## src/rtl/ccss_pkg.sv

```systemverilog
// ----------------------------------------------------------------------------
// ccss_pkg
// Types and constants shared by the coincidence single sequence sorter.
// ----------------------------------------------------------------------------
package ccss_pkg;

    localparam int ENERGY_W = 24;
    localparam int POS_W    = 24;
    localparam int TAG_W    = 8;
    localparam int KEY_W    = 24;
    localparam int MODE_W   = 2;

    // depth of the queue between front and back
    localparam int FIFO_DEPTH = 4;
    localparam int FIFO_PW    = $clog2(FIFO_DEPTH);
    localparam int FIFO_CW    = $clog2(FIFO_DEPTH + 1);

    localparam logic [MODE_W-1:0] MODE_ARRIVAL = 2'd0;
    localparam logic [MODE_W-1:0] MODE_ENERGY  = 2'd1;
    localparam logic [MODE_W-1:0] MODE_DIST    = 2'd2;

    typedef struct packed {
        logic        [ENERGY_W-1:0] energy;
        logic signed [POS_W-1:0]    z;
        logic signed [POS_W-1:0]    source_z;
        logic        [TAG_W-1:0]    tag;
    } t_single;

    typedef struct packed {
        t_single          single;
        logic             last;
        logic [KEY_W-1:0] span;
    } t_entry;

endpackage

```

## src/rtl/ccss_front.sv

```systemverilog
// ----------------------------------------------------------------------------
// ccss_front
// Accepts singles, works out |hit_z - source_z| and queues them for the back.
// ----------------------------------------------------------------------------
module ccss_front (
    input  logic                                 i_clk,
    input  logic                                 i_rst_n,
    input  logic                                 i_valid,
    output logic                                 o_stall,
    input  logic [ccss_pkg::ENERGY_W-1:0]        i_hit_energy,
    input  logic signed [ccss_pkg::POS_W-1:0]    i_hit_z,
    input  logic signed [ccss_pkg::POS_W-1:0]    i_source_z,
    input  logic [ccss_pkg::TAG_W-1:0]           i_single_tag,
    input  logic                                 i_last_in,
    output logic                                 o_q_valid,
    input  logic                                 i_q_pop,
    output ccss_pkg::t_entry                     o_q_entry
);
    import ccss_pkg::*;

    t_entry                     r_mem [FIFO_DEPTH];
    logic   [FIFO_PW-1:0]       r_wr_ptr;
    logic   [FIFO_PW-1:0]       r_rd_ptr;
    logic   [FIFO_CW-1:0]       r_count;
    logic signed [POS_W:0]      w_diff;
    logic   [POS_W:0]           w_abs;
    t_entry                     w_entry;
    logic                       w_push;
    logic                       w_pop;

    always_comb begin
        w_diff = {i_hit_z[POS_W-1], i_hit_z} - {i_source_z[POS_W-1], i_source_z};
        w_abs  = w_diff[POS_W] ? (~w_diff + 1'b1) : w_diff;
        w_entry.single.energy   = i_hit_energy;
        w_entry.single.z        = i_hit_z;
        w_entry.single.source_z = i_source_z;
        w_entry.single.tag      = i_single_tag;
        w_entry.last            = i_last_in;
        w_entry.span            = w_abs[KEY_W-1:0];
    end

    assign o_stall   = (r_count == FIFO_CW'(FIFO_DEPTH));
    assign w_push    = i_valid && !o_stall;
    assign o_q_valid = (r_count != '0);
    assign w_pop     = o_q_valid && i_q_pop;
    assign o_q_entry = r_mem[r_rd_ptr];

    always_ff @(posedge i_clk) begin
        if (w_push) begin
            r_mem[r_wr_ptr] <= w_entry;
        end
    end

    always_ff @(posedge i_clk) begin
        if (!i_rst_n) begin
            r_wr_ptr <= '0;
            r_rd_ptr <= '0;
            r_count  <= '0;
        end else begin
            if (w_push) begin
                r_wr_ptr <= r_wr_ptr + 1'b1;
            end
            if (w_pop) begin
                r_rd_ptr <= r_rd_ptr + 1'b1;
            end
            if (w_push && !w_pop) begin
                r_count <= r_count + 1'b1;
            end else if (w_pop && !w_push) begin
                r_count <= r_count - 1'b1;
            end
        end
    end

endmodule

```

## src/rtl/ccss_chain.sv

```systemverilog
// ----------------------------------------------------------------------------
// ccss_chain
// Insertion chain of sorted (key, slot) cells. Every cell compares its own key
// with the incoming one; cells above the insertion point shift up by one.
// ----------------------------------------------------------------------------
module ccss_chain #(
    parameter int DEPTH = 8
) (
    input  logic                               i_clk,
    input  logic                               i_ins,
    input  logic [$clog2(DEPTH+1)-1:0]         i_cnt,
    input  logic [ccss_pkg::KEY_W-1:0]         i_key,
    input  logic [$clog2(DEPTH)-1:0]           i_slot,
    input  logic [$clog2(DEPTH)-1:0]           i_rd_pos,
    output logic [$clog2(DEPTH)-1:0]           o_rd_slot
);
    import ccss_pkg::*;

    localparam int SW = $clog2(DEPTH);
    localparam int CW = $clog2(DEPTH + 1);

    logic [KEY_W-1:0] r_key  [DEPTH];
    logic [SW-1:0]    r_slot [DEPTH];
    logic [DEPTH-1:0] w_gt;

    for (genvar g = 0; g < DEPTH; g++) begin : g_cell
        logic             w_from_prev;
        logic [KEY_W-1:0] w_prev_key;
        logic [SW-1:0]    w_prev_slot;

        // strict compare: an equal key lands after the held one
        assign w_gt[g] = (CW'(g) < i_cnt) && (r_key[g] > i_key);

        if (g == 0) begin : g_head
            assign w_from_prev = 1'b0;
            assign w_prev_key  = i_key;
            assign w_prev_slot = i_slot;
        end else begin : g_body
            assign w_from_prev = w_gt[g-1];
            assign w_prev_key  = r_key[g-1];
            assign w_prev_slot = r_slot[g-1];
        end

        always_ff @(posedge i_clk) begin
            if (i_ins && (w_gt[g] || CW'(g) == i_cnt)) begin
                r_key[g]  <= w_from_prev ? w_prev_key  : i_key;
                r_slot[g] <= w_from_prev ? w_prev_slot : i_slot;
            end
        end
    end

    assign o_rd_slot = r_slot[i_rd_pos];

endmodule

```

## src/rtl/ccss_back.sv

```systemverilog
// ----------------------------------------------------------------------------
// ccss_back
// Holds the singles of one coincidence, keeps them ordered by energy and by
// axial distance as they arrive, and emits them once the last one is in.
// ----------------------------------------------------------------------------
module ccss_back #(
    parameter int MAX_SINGLES = 8
) (
    input  logic                                 i_clk,
    input  logic                                 i_rst_n,
    input  logic [ccss_pkg::MODE_W-1:0]          i_mode,
    input  logic                                 i_q_valid,
    output logic                                 o_q_pop,
    input  ccss_pkg::t_entry                     i_q_entry,
    output logic                                 o_valid,
    input  logic                                 i_stall,
    output ccss_pkg::t_single                    o_single,
    output logic                                 o_last,
    output logic                                 o_overflowed
);
    import ccss_pkg::*;

    localparam int SW = $clog2(MAX_SINGLES);
    localparam int CW = $clog2(MAX_SINGLES + 1);

    localparam logic ST_COLLECT = 1'b0;
    localparam logic ST_EMIT    = 1'b1;

    t_single            r_store [MAX_SINGLES];
    logic               r_state;
    logic [CW-1:0]      r_cnt;
    logic               r_drop;
    logic [MODE_W-1:0]  r_mode;
    logic [SW-1:0]      r_idx;
    logic               r_out_valid;
    t_single            r_out;
    logic               r_out_last;
    logic               r_out_ovf;

    logic               w_room;
    logic               w_pop;
    logic               w_ins;
    logic               w_load;
    logic               w_final;
    logic [SW-1:0]      w_e_slot;
    logic [SW-1:0]      w_d_slot;
    logic [SW-1:0]      w_sel;

    assign w_room  = (r_cnt < CW'(MAX_SINGLES));
    assign w_pop   = (r_state == ST_COLLECT) && i_q_valid;
    assign w_ins   = w_pop && w_room;
    assign w_load  = (r_state == ST_EMIT) && (!r_out_valid || !i_stall);
    assign w_final = (CW'(r_idx) == r_cnt - CW'(1));
    assign o_q_pop = w_pop;

    ccss_chain #(.DEPTH(MAX_SINGLES)) u_energy_chain (
        .i_clk     (i_clk),
        .i_ins     (w_ins),
        .i_cnt     (r_cnt),
        .i_key     (i_q_entry.single.energy),
        .i_slot    (r_cnt[SW-1:0]),
        .i_rd_pos  (r_idx),
        .o_rd_slot (w_e_slot)
    );

    ccss_chain #(.DEPTH(MAX_SINGLES)) u_dist_chain (
        .i_clk     (i_clk),
        .i_ins     (w_ins),
        .i_cnt     (r_cnt),
        .i_key     (i_q_entry.span),
        .i_slot    (r_cnt[SW-1:0]),
        .i_rd_pos  (r_idx),
        .o_rd_slot (w_d_slot)
    );

    always_comb begin
        case (r_mode)
            MODE_ENERGY: w_sel = w_e_slot;
            MODE_DIST:   w_sel = w_d_slot;
            default:     w_sel = r_idx;
        endcase
    end

    always_ff @(posedge i_clk) begin
        if (w_ins) begin
            r_store[r_cnt[SW-1:0]] <= i_q_entry.single;
        end
    end

    always_ff @(posedge i_clk) begin
        if (w_load) begin
            r_out      <= r_store[w_sel];
            r_out_last <= w_final;
            r_out_ovf  <= r_drop;
        end
    end

    always_ff @(posedge i_clk) begin
        if (!i_rst_n) begin
            r_state     <= ST_COLLECT;
            r_cnt       <= '0;
            r_drop      <= 1'b0;
            r_mode      <= MODE_ARRIVAL;
            r_idx       <= '0;
            r_out_valid <= 1'b0;
        end else begin
            case (r_state)
                ST_COLLECT: begin
                    if (w_pop) begin
                        if (w_room) begin
                            r_cnt <= r_cnt + 1'b1;
                        end else begin
                            r_drop <= 1'b1;
                        end
                        // ordering policy is taken when the last single arrives
                        if (i_q_entry.last) begin
                            r_mode  <= i_mode;
                            r_idx   <= '0;
                            r_state <= ST_EMIT;
                        end
                    end
                end
                ST_EMIT: begin
                    if (w_load) begin
                        r_idx <= r_idx + 1'b1;
                        if (w_final) begin
                            r_cnt   <= '0;
                            r_drop  <= 1'b0;
                            r_state <= ST_COLLECT;
                        end
                    end
                end
                default: begin
                    r_state <= ST_COLLECT;
                end
            endcase

            if (w_load) begin
                r_out_valid <= 1'b1;
            end else if (!i_stall) begin
                r_out_valid <= 1'b0;
            end
        end
    end

    assign o_valid      = r_out_valid;
    assign o_single     = r_out;
    assign o_last       = r_out_last;
    assign o_overflowed = r_out_ovf;

endmodule

```

## src/rtl/coincidence_single_sequence_sorter.sv

```systemverilog
// ----------------------------------------------------------------------------
// coincidence_single_sequence_sorter
// Reorders the singles of one coincidence by arrival, energy or axial distance.
// ----------------------------------------------------------------------------
// Input channel (i_valid / o_stall): one single per transaction, i_last_in set
// on the final single of a coincidence. Singles are taken one per cycle into a
// four-entry queue; the back drains it at one per cycle, inserting each single
// into two sorted cell chains (energy and |hit_z - source_z|).
// Output channel (o_valid / i_stall): one transaction per held single, in the
// order chosen by i_cfg_wr_data (0 arrival, 1 energy, 2 distance, 3 arrival),
// sampled when the last single leaves the queue. Ties keep arrival order.
// Once the back pops the last single it switches to emitting, and the first
// result is registered in the output stage; the n kept results then follow
// one per cycle while i_stall is low. While they are emitted the back takes
// nothing, so the input stalls once the queue is full.
// Singles beyond MAX_SINGLES are dropped and o_overflowed is set on every
// result of that coincidence. A stalled result holds until taken.
// Reset clears the queue, the held count, the overflow flag, the output valid
// and sets the mode to arrival order.
// ----------------------------------------------------------------------------
module coincidence_single_sequence_sorter #(
    parameter int MAX_SINGLES = 8
) (
    input  logic                                 i_clk,
    input  logic                                 i_rst_n,
    input  logic                                 i_cfg_wr_en,
    input  logic [ccss_pkg::MODE_W-1:0]          i_cfg_wr_data,
    input  logic                                 i_valid,
    output logic                                 o_stall,
    input  logic [ccss_pkg::ENERGY_W-1:0]        i_hit_energy,
    input  logic signed [ccss_pkg::POS_W-1:0]    i_hit_z,
    input  logic signed [ccss_pkg::POS_W-1:0]    i_source_z,
    input  logic [ccss_pkg::TAG_W-1:0]           i_single_tag,
    input  logic                                 i_last_in,
    output logic                                 o_valid,
    input  logic                                 i_stall,
    output logic [ccss_pkg::ENERGY_W-1:0]        o_out_energy,
    output logic signed [ccss_pkg::POS_W-1:0]    o_out_z,
    output logic signed [ccss_pkg::POS_W-1:0]    o_out_source_z,
    output logic [ccss_pkg::TAG_W-1:0]           o_out_tag,
    output logic                                 o_last_out,
    output logic                                 o_overflowed
);
    import ccss_pkg::*;

    logic [MODE_W-1:0]  r_sequence_mode;
    logic               w_q_valid;
    logic               w_q_pop;
    t_entry             w_q_entry;
    t_single            w_single;

    always_ff @(posedge i_clk) begin
        if (!i_rst_n) begin
            r_sequence_mode <= MODE_ARRIVAL;
        end else if (i_cfg_wr_en) begin
            r_sequence_mode <= i_cfg_wr_data;
        end
    end

    ccss_front u_front (
        .i_clk        (i_clk),
        .i_rst_n      (i_rst_n),
        .i_valid      (i_valid),
        .o_stall      (o_stall),
        .i_hit_energy (i_hit_energy),
        .i_hit_z      (i_hit_z),
        .i_source_z   (i_source_z),
        .i_single_tag (i_single_tag),
        .i_last_in    (i_last_in),
        .o_q_valid    (w_q_valid),
        .i_q_pop      (w_q_pop),
        .o_q_entry    (w_q_entry)
    );

    ccss_back #(.MAX_SINGLES(MAX_SINGLES)) u_back (
        .i_clk        (i_clk),
        .i_rst_n      (i_rst_n),
        .i_mode       (r_sequence_mode),
        .i_q_valid    (w_q_valid),
        .o_q_pop      (w_q_pop),
        .i_q_entry    (w_q_entry),
        .o_valid      (o_valid),
        .i_stall      (i_stall),
        .o_single     (w_single),
        .o_last       (o_last_out),
        .o_overflowed (o_overflowed)
    );

    assign o_out_energy   = w_single.energy;
    assign o_out_z        = w_single.z;
    assign o_out_source_z = w_single.source_z;
    assign o_out_tag      = w_single.tag;

endmodule

```

## config.mk

```make
export PLATFORM = sky130hd
export DESIGN_NAME = coincidence_single_sequence_sorter
export DESIGN_NICKNAME = d
export VERILOG_FILES = /design/src/rtl/ccss_pkg.sv /design/src/rtl/ccss_front.sv /design/src/rtl/ccss_chain.sv /design/src/rtl/ccss_back.sv /design/src/rtl/coincidence_single_sequence_sorter.sv
export SDC_FILE = /design/constraint.sdc
export NUM_CORES = 2
export LEC_CHECK = 0
export ABC_CLOCK_PERIOD_IN_PS = 16500
export BUFFER_PORTS_ARGS = -buffer_cell sky130_fd_sc_hd__buf_2
export CORE_ASPECT_RATIO = 0.5
export CORE_MARGIN = 1
export CORE_UTILIZATION = 50
export CTS_CLUSTER_SIZE = 12
export DETAILED_ROUTE_END_ITERATION = 7
export PLACE_DENSITY = 0.77
export SYNTH_ARGS = -nofsm -noshare
export SYNTH_HDL_FRONTEND = slang
export SYNTH_SLANG_ARGS = --single-unit
export TNS_END_PERCENT = 1
```

## constraint.sdc

```tcl
create_clock -name i_clk -period 16.5 [get_ports i_clk]
set_input_delay 3.3 -clock i_clk [delete_from_list [all_inputs] [get_ports i_clk]]
set_output_delay 3.3 -clock i_clk [all_outputs]
set_load 0.02 [all_outputs]
```

Word level (Yosys, flattened, before mapping):

Memories as Yosys holds them, arrays and structs flattened. A register that Yosys moved wholly into a read port is not among the register bits.
Index checks and enable logic that the tools add are counted.
W data, S select, Z words.

* mux-type cells: 95
* $lt $le $gt $ge: 25
* eq/ne operators: 18
* reductions and logical operators: 68
* bitwise logic cells: 2
* add/sub/neg operators: 9

Operators with widths (number)
* $gt A24 B24 Y1: 16
* $mux W24: 15
* $mux W3: 23
* $mux W1: 46
* $logic_and A1 B1 Y1: 39
* $sub A24 B24 Y25: 1
* $add A24 B1 Y24 const B: 1
* $not A24 Y24: 1
* $logic_or A1 B1 Y1: 17
* $eq A3 B4 Y1 const A: 4
* $lt A3 B4 Y1 const A: 4
* $mux W4: 4
* $pmux W3 S2: 2
* $eq A2 B4 Y1 const A: 2
* $lt A1 B4 Y1 const A: 2
* $lt A2 B4 Y1 const A: 2
* $ne A2 B1 Y1 const B: 4
* $pmux W4 S2: 1
* $reduce_and A4 Y1: 2
* $add A3 B1 Y3 const B: 2
* $ne A2 B2 Y1 const B: 3
* $reduce_and A3 Y1: 2
* $logic_not A1 Y1: 5
* $add A2 B1 Y2 const B: 2
* other kinds (15): 17

* input bits: 88
* bits in writable memories: 1492
* flip-flop bits (word level): 23
* memories kept: 6

Memory list
* u_back.r_store: depth 8, bits a word 80, read ports 1, clocked after Yosys merged registers in 1, write ports 1, line ccss_back.sv:29 `t_single r_store [MAX_SINGLES];`
* u_front.r_mem: depth 4, bits a word 105, read ports 1, clocked after Yosys merged registers in 1, write ports 1, line ccss_front.sv:21 `t_entry r_mem [FIFO_DEPTH];`
* u_back.u_dist_chain.r_key: depth 8, bits a word 24, read ports 8, clocked after Yosys merged registers in 0, write ports 8, line ccss_chain.sv:22 `logic [KEY_W-1:0] r_key [DEPTH];`
* u_back.u_energy_chain.r_key: depth 8, bits a word 24, read ports 8, clocked after Yosys merged registers in 0, write ports 8, line ccss_chain.sv:22
* u_back.u_dist_chain.r_slot: depth 8, bits a word 3, read ports 8, clocked after Yosys merged registers in 1, write ports 8, line ccss_chain.sv:23 `logic [SW-1:0] r_slot [DEPTH];`
* u_back.u_energy_chain.r_slot: depth 8, bits a word 3, read ports 8, clocked after Yosys merged registers in 1, write ports 8, line ccss_chain.sv:23

Logic depth before layout (Yosys ltp):

* depth after elaboration: 7
* mapped depth: 15
* gate-level depth less buffers: 13

Hierarchy:

A second synthesis with hierarchy kept.

* cells, all modules: 4323
* area, all modules: 72454.5 um2

Modules (own cells, without submodules)
* ccss_back: sequential area each 21921.0 um2, cells an instance 1459, area an instance 27841.7 um2, times used 1
* ccss_front: sequential area each 12792.3 um2, cells an instance 902, area an instance 17682.0 um2, times used 1
* ccss_chain at u_back.u_dist_chain: sequential area each 6486.2 um2, cells an instance 978, area an instance 13454.2 um2, times used 1
* ccss_chain at u_back.u_energy_chain: sequential area each 6486.2 um2, cells an instance 978, area an instance 13404.1 um2, times used 1
* coincidence_single_sequence_sorter: sequential area each 40.0 um2, cells an instance 6, area an instance 72.6 um2, times used 1

Least setup slack after synthesis:

No wires, ideal clock.

* kind: register to register
* from: register u_back.r_cnt[3]
* to: memory u_back.r_store[0][0] (netlist name) (enable)
* path slack: 7.385 ns
* setup time: 0.715 ns
* cell stages (with the launch flop): 6
* required time: 15.785 ns
* arrival time: 8.400 ns
* clock period less this slack: 9.115 ns
* cell sequence: dfxtp_1 > buf_1 > nor2_1 > nand2b_1 > clkbuf_1 > nor4_1

* longest elaborated chain between the ends: 4

RTL lines
* start, declared: line ccss_back.sv:31 `logic [CW-1:0] r_cnt;`
* start signal, assigned: line ccss_back.sv:111 `r_cnt <= r_cnt + 1'b1;`
* $lt A4 B4 Y1: line ccss_back.sv:49 `assign w_room = (r_cnt < CW'(MAX_SINGLES));`
* $logic_and A1 B1 Y1: line ccss_back.sv:51 `assign w_ins = w_pop && w_room;`
* $mux W1: line ccss_back.sv:85 `if (w_ins) begin`
* $mux W1 (implied by the code): line ccss_back.sv:86 `r_store[r_cnt[SW-1:0]] <= i_q_entry.single;`
* end, declared: line ccss_back.sv:29

Every way passes these cells.

==> flow_summary_export.csv <==
group,metric,value,unit
outcome,status,"completed",
layout,nNetsFinal,4468,
timing,worst_slack,9900,ps
routing,met3_length,13.0,mm
synthesis,synthMuxAreaShare,16.7,%
synthesis,synth_nets,4196,
floorplanning,fp-row-count,95,
clock_network,cts_buffers,150,
run,max-cap-violations,0,
routing,vias,36300,
clock_network,cts_resized,0,
power_and_ir_drop,switchingPower,4.26,mW
placement,portBuffers,171,
routing,top_layer,"met5",
routing,wl_met2,74.7,mm
layout,seq_area,46400,um2
floorplanning,dieWidth,527,um
synthesis,avgSynthCellArea,18.5,um2
critical_path,end_kind,"flop",
layout,final_common_cell,"edfxtp_1",
layout,fin_util,56.3,%
global_route,overflow,0,
floorplanning,start_util,50.9,%
routing,first_pass_iters,5,
synthesis,synth_seq_cells,1552,
layout,fillers,9979,
global_route,grt.total_usage,23.2,%
worst_hold_path,hp-class,"reg -> reg",
timing,slew_violations,0,
critical_path,critPathLaunchType,"flop",
global_route,grt_pass1_vias,37200,
synthesis,yosys.area.top_type_share,66.4,%
power_and_ir_drop,ir_worst_vdd,0.119,mV
floorplanning,die_y,265,um
clock_network,cts-htree-levels,4,
power_and_ir_drop,p_int,8.97,mW
global_route,grt_max_degree,161,
layout,layout-area-overhead-vs-synth,10.6,%
critical_path,worst-setup-path-type,"reg -> reg",
timing,setup_tns,0,ps
placement,dp_hpwl,104,mm
routing,ant_nets,0,
power_and_ir_drop,p_sw_share,32.2,%
placement,dpl.cell_count,5695,
clock_network,cts_tree,"done",
timing,slew_headroom,19.6,%
routing,drt_wl_total,161,mm
synthesis,synth_compound_area_share,4.18,%
timing,rsz0062_at_grt,"false",
synthesis,ys_warn_count,0,
power_and_ir_drop,p_leak,26.8,nW
global_route,grt_antenna_before_repair,16,
power_and_ir_drop,power_frac_seq,43.3,%
critical_path,crit_required,16940,ps
layout,most-common-layout-cells,"edfxtp_1 (1,526), ha_1 (374), mux2_2 (359)",
routing,drt-initial-drc-count,3910,
power_and_ir_drop,combinationalPowerShare,33.2,%
synthesis,synth_simple_gate_area_share,2.87,%
synthesis,yosys.area_share.adder,6.84,%
routing,via_per_inst,6.15,
power_and_ir_drop,powerDensity,173,nW/um2
clock_network,cts-root-buf,"clkbuf_16",
power_and_ir_drop,clockPowerShare,23.4,%
synthesis,synth_cell_types,71,
timing,max_freq,151,MHz
timing,clock_skew,20.9,ps
clock_network,postCtsHoldBufs,0,
timing,hold_violations,0,
routing,drcViolationCount,0,
synthesis,synth_xor_area_share,0.647,%
layout,layoutNonFillerInstCount,5896,
synthesis,yosysTopAreaCell,"edfxtp_1",
synthesis,async_reset_ff_share,0,%
timing,finalCritPeriodShare,40.0,%
synthesis,synth_cells,3732,
timing,worstMarginPinSlew,1210,ps
clock_network,cts_sinks,1552,
layout,drive_gt1_share,23.9,%
synthesis,synth_top_family_by_area,"multiplexers",
synthesis,ys_top_cells_by_area,"edfxtp_1 (66%), ha_1 (6.8%), mux2_2 (5.9%), mux4_2 (5.0%), mux4_1 (4.8%)",
routing,wl_met1,70.6,mm
synthesis,synthesis.area,69000,um2
clock_network,cts_buffer_depth,3,
synthesis,synth_edf_count,1526,
synthesis,yosys_most_used_dff,"edfxtp_1",
timing,setup_viol,0,
floorplanning,pin_count,172,
timing,post-route-min-period,6600,ps
critical_path,arrival,7040,ps
clock_network,cts_setup_buffers,0,
global_route,grt_pass1_wl,239,mm
clock_network,clock_latency,770,ps
placement,place_congestion,0.899,
synthesis,synth-seq-area-share,67.2,%
floorplanning,die-area,140000,um2
routing,routedWlPerCell,27.4,um
layout,multi_input_area,21700,um2
floorplanning,coreArea,136000,um2
critical_path,cp_max_fo,41,
power_and_ir_drop,totalPowerFinal,13.2,mW
placement,place_ws,9770,ps
clock_network,path_clk_slew,60,ps
[routing by layer]
metal,global-route usage [%],vias up
li1,-,15800
met1,33.3,18900
met2,36.4,1424
met3,4.46,209
met4,6.19,2
met5,0,-
[per-stage QoR]
stage               cell area (um2)  hold slack (ps)
global placement              72200              429
finish                        76300              441
floorplan                     69000              409
global route                  76300              460
detailed placement            72200              430
CTS                           76300              444
[critical path, cell delays in order, from the launching register on]
cell and delay [ps]:
dfxtp_4 990, buf_4 780, buf_4 550, mux4_2 730, inv_1 280, ha_1 210
nand4_1 160, nor4_2 650, o31a_1 310, nor3_1 100, a221oi_4 360, o21a_1 640
buf_4 430
[final timing paths]
check                     start                                  to  slack, ps  depth (start not counted)
setup / recovery           flop  u_back.u_energy_chain.r_key[0][90]       9900                         12
hold / removal    u_back.r_drop                 u_back.o_overflowed        440                          0
setup reg to reg           flop  u_back.u_energy_chain.r_key[0][90]       9900                         12
hold reg to reg   u_back.r_drop                 u_back.o_overflowed        440                          0
[layout make-up]
type	count	area share (%)
flip-flops and latches	1552	60.7
multi-input cells	1943	28.4
clock buffers	174	5.16
well taps	1843	3.02
repair buffers	238	1.80
inverters	119	0.585
clock inverters	18	0.241
diodes	9	0.0295
[cells by family after synthesis]
logic type | count (synthesis)
buf+inv | 237
simple gates | 377
flops | 1552
xor+xnor | 51
mux | 703
fa+ha+maj | 376
compound gates | 436
[cell usage after synthesis, types with 7 or more instances]
cell and count:
nor4_1 12, o21ai_0 65, mux4_2 152, nand2_1 72, mux2_1 57, o21ai_1 12, edfxtp_1 1526, o21a_1 28
buf_1 11, mux2i_1 10, nor2b_1 38, xnor2_1 33, a21oi_1 129, a211o_1 7, nand2b_1 23, mux4_1 125
a211oi_1 9, buf_2 33, ha_1 374, a31oi_1 8, dfxtp_1 26, nor2_1 70, buf_12 11, xor2_1 18
mux2_2 359, and2_1 20, inv_1 119, o211ai_1 13, nand3_1 13, clkbuf_1 60, a21o_1 122, nand4_1 74
nor3_1 26
[flip-flops by register name, indices dropped and copies added (netlist names), 3 cells and up, named ones only]
signal                        cells
u_back.u_energy_chain.r_slot     24
u_back.r_store                  640
u_back.o_single                  80
u_back.r_cnt                      4
u_back.u_dist_chain.r_key       168
u_back.r_idx                      3
u_front.r_mem                   420
u_back.u_dist_chain.r_slot       24
u_back.u_energy_chain.r_key     168
u_front.r_count                   3
[power by group through the flow]
stage	combinational, mW	clock [mW]	sequential (mW)
6_report	4.40	3.10	5.73
5_1_grt	4.77	3.27	5.78
4_1_cts	4.40	3.14	5.73
3_5_place_dp	4.35	0	5.80
3_3_place_gp	4.21	0	5.77
2_1_floorplan	2.98	0	5.83
Power figures use the tool's default switching activity.
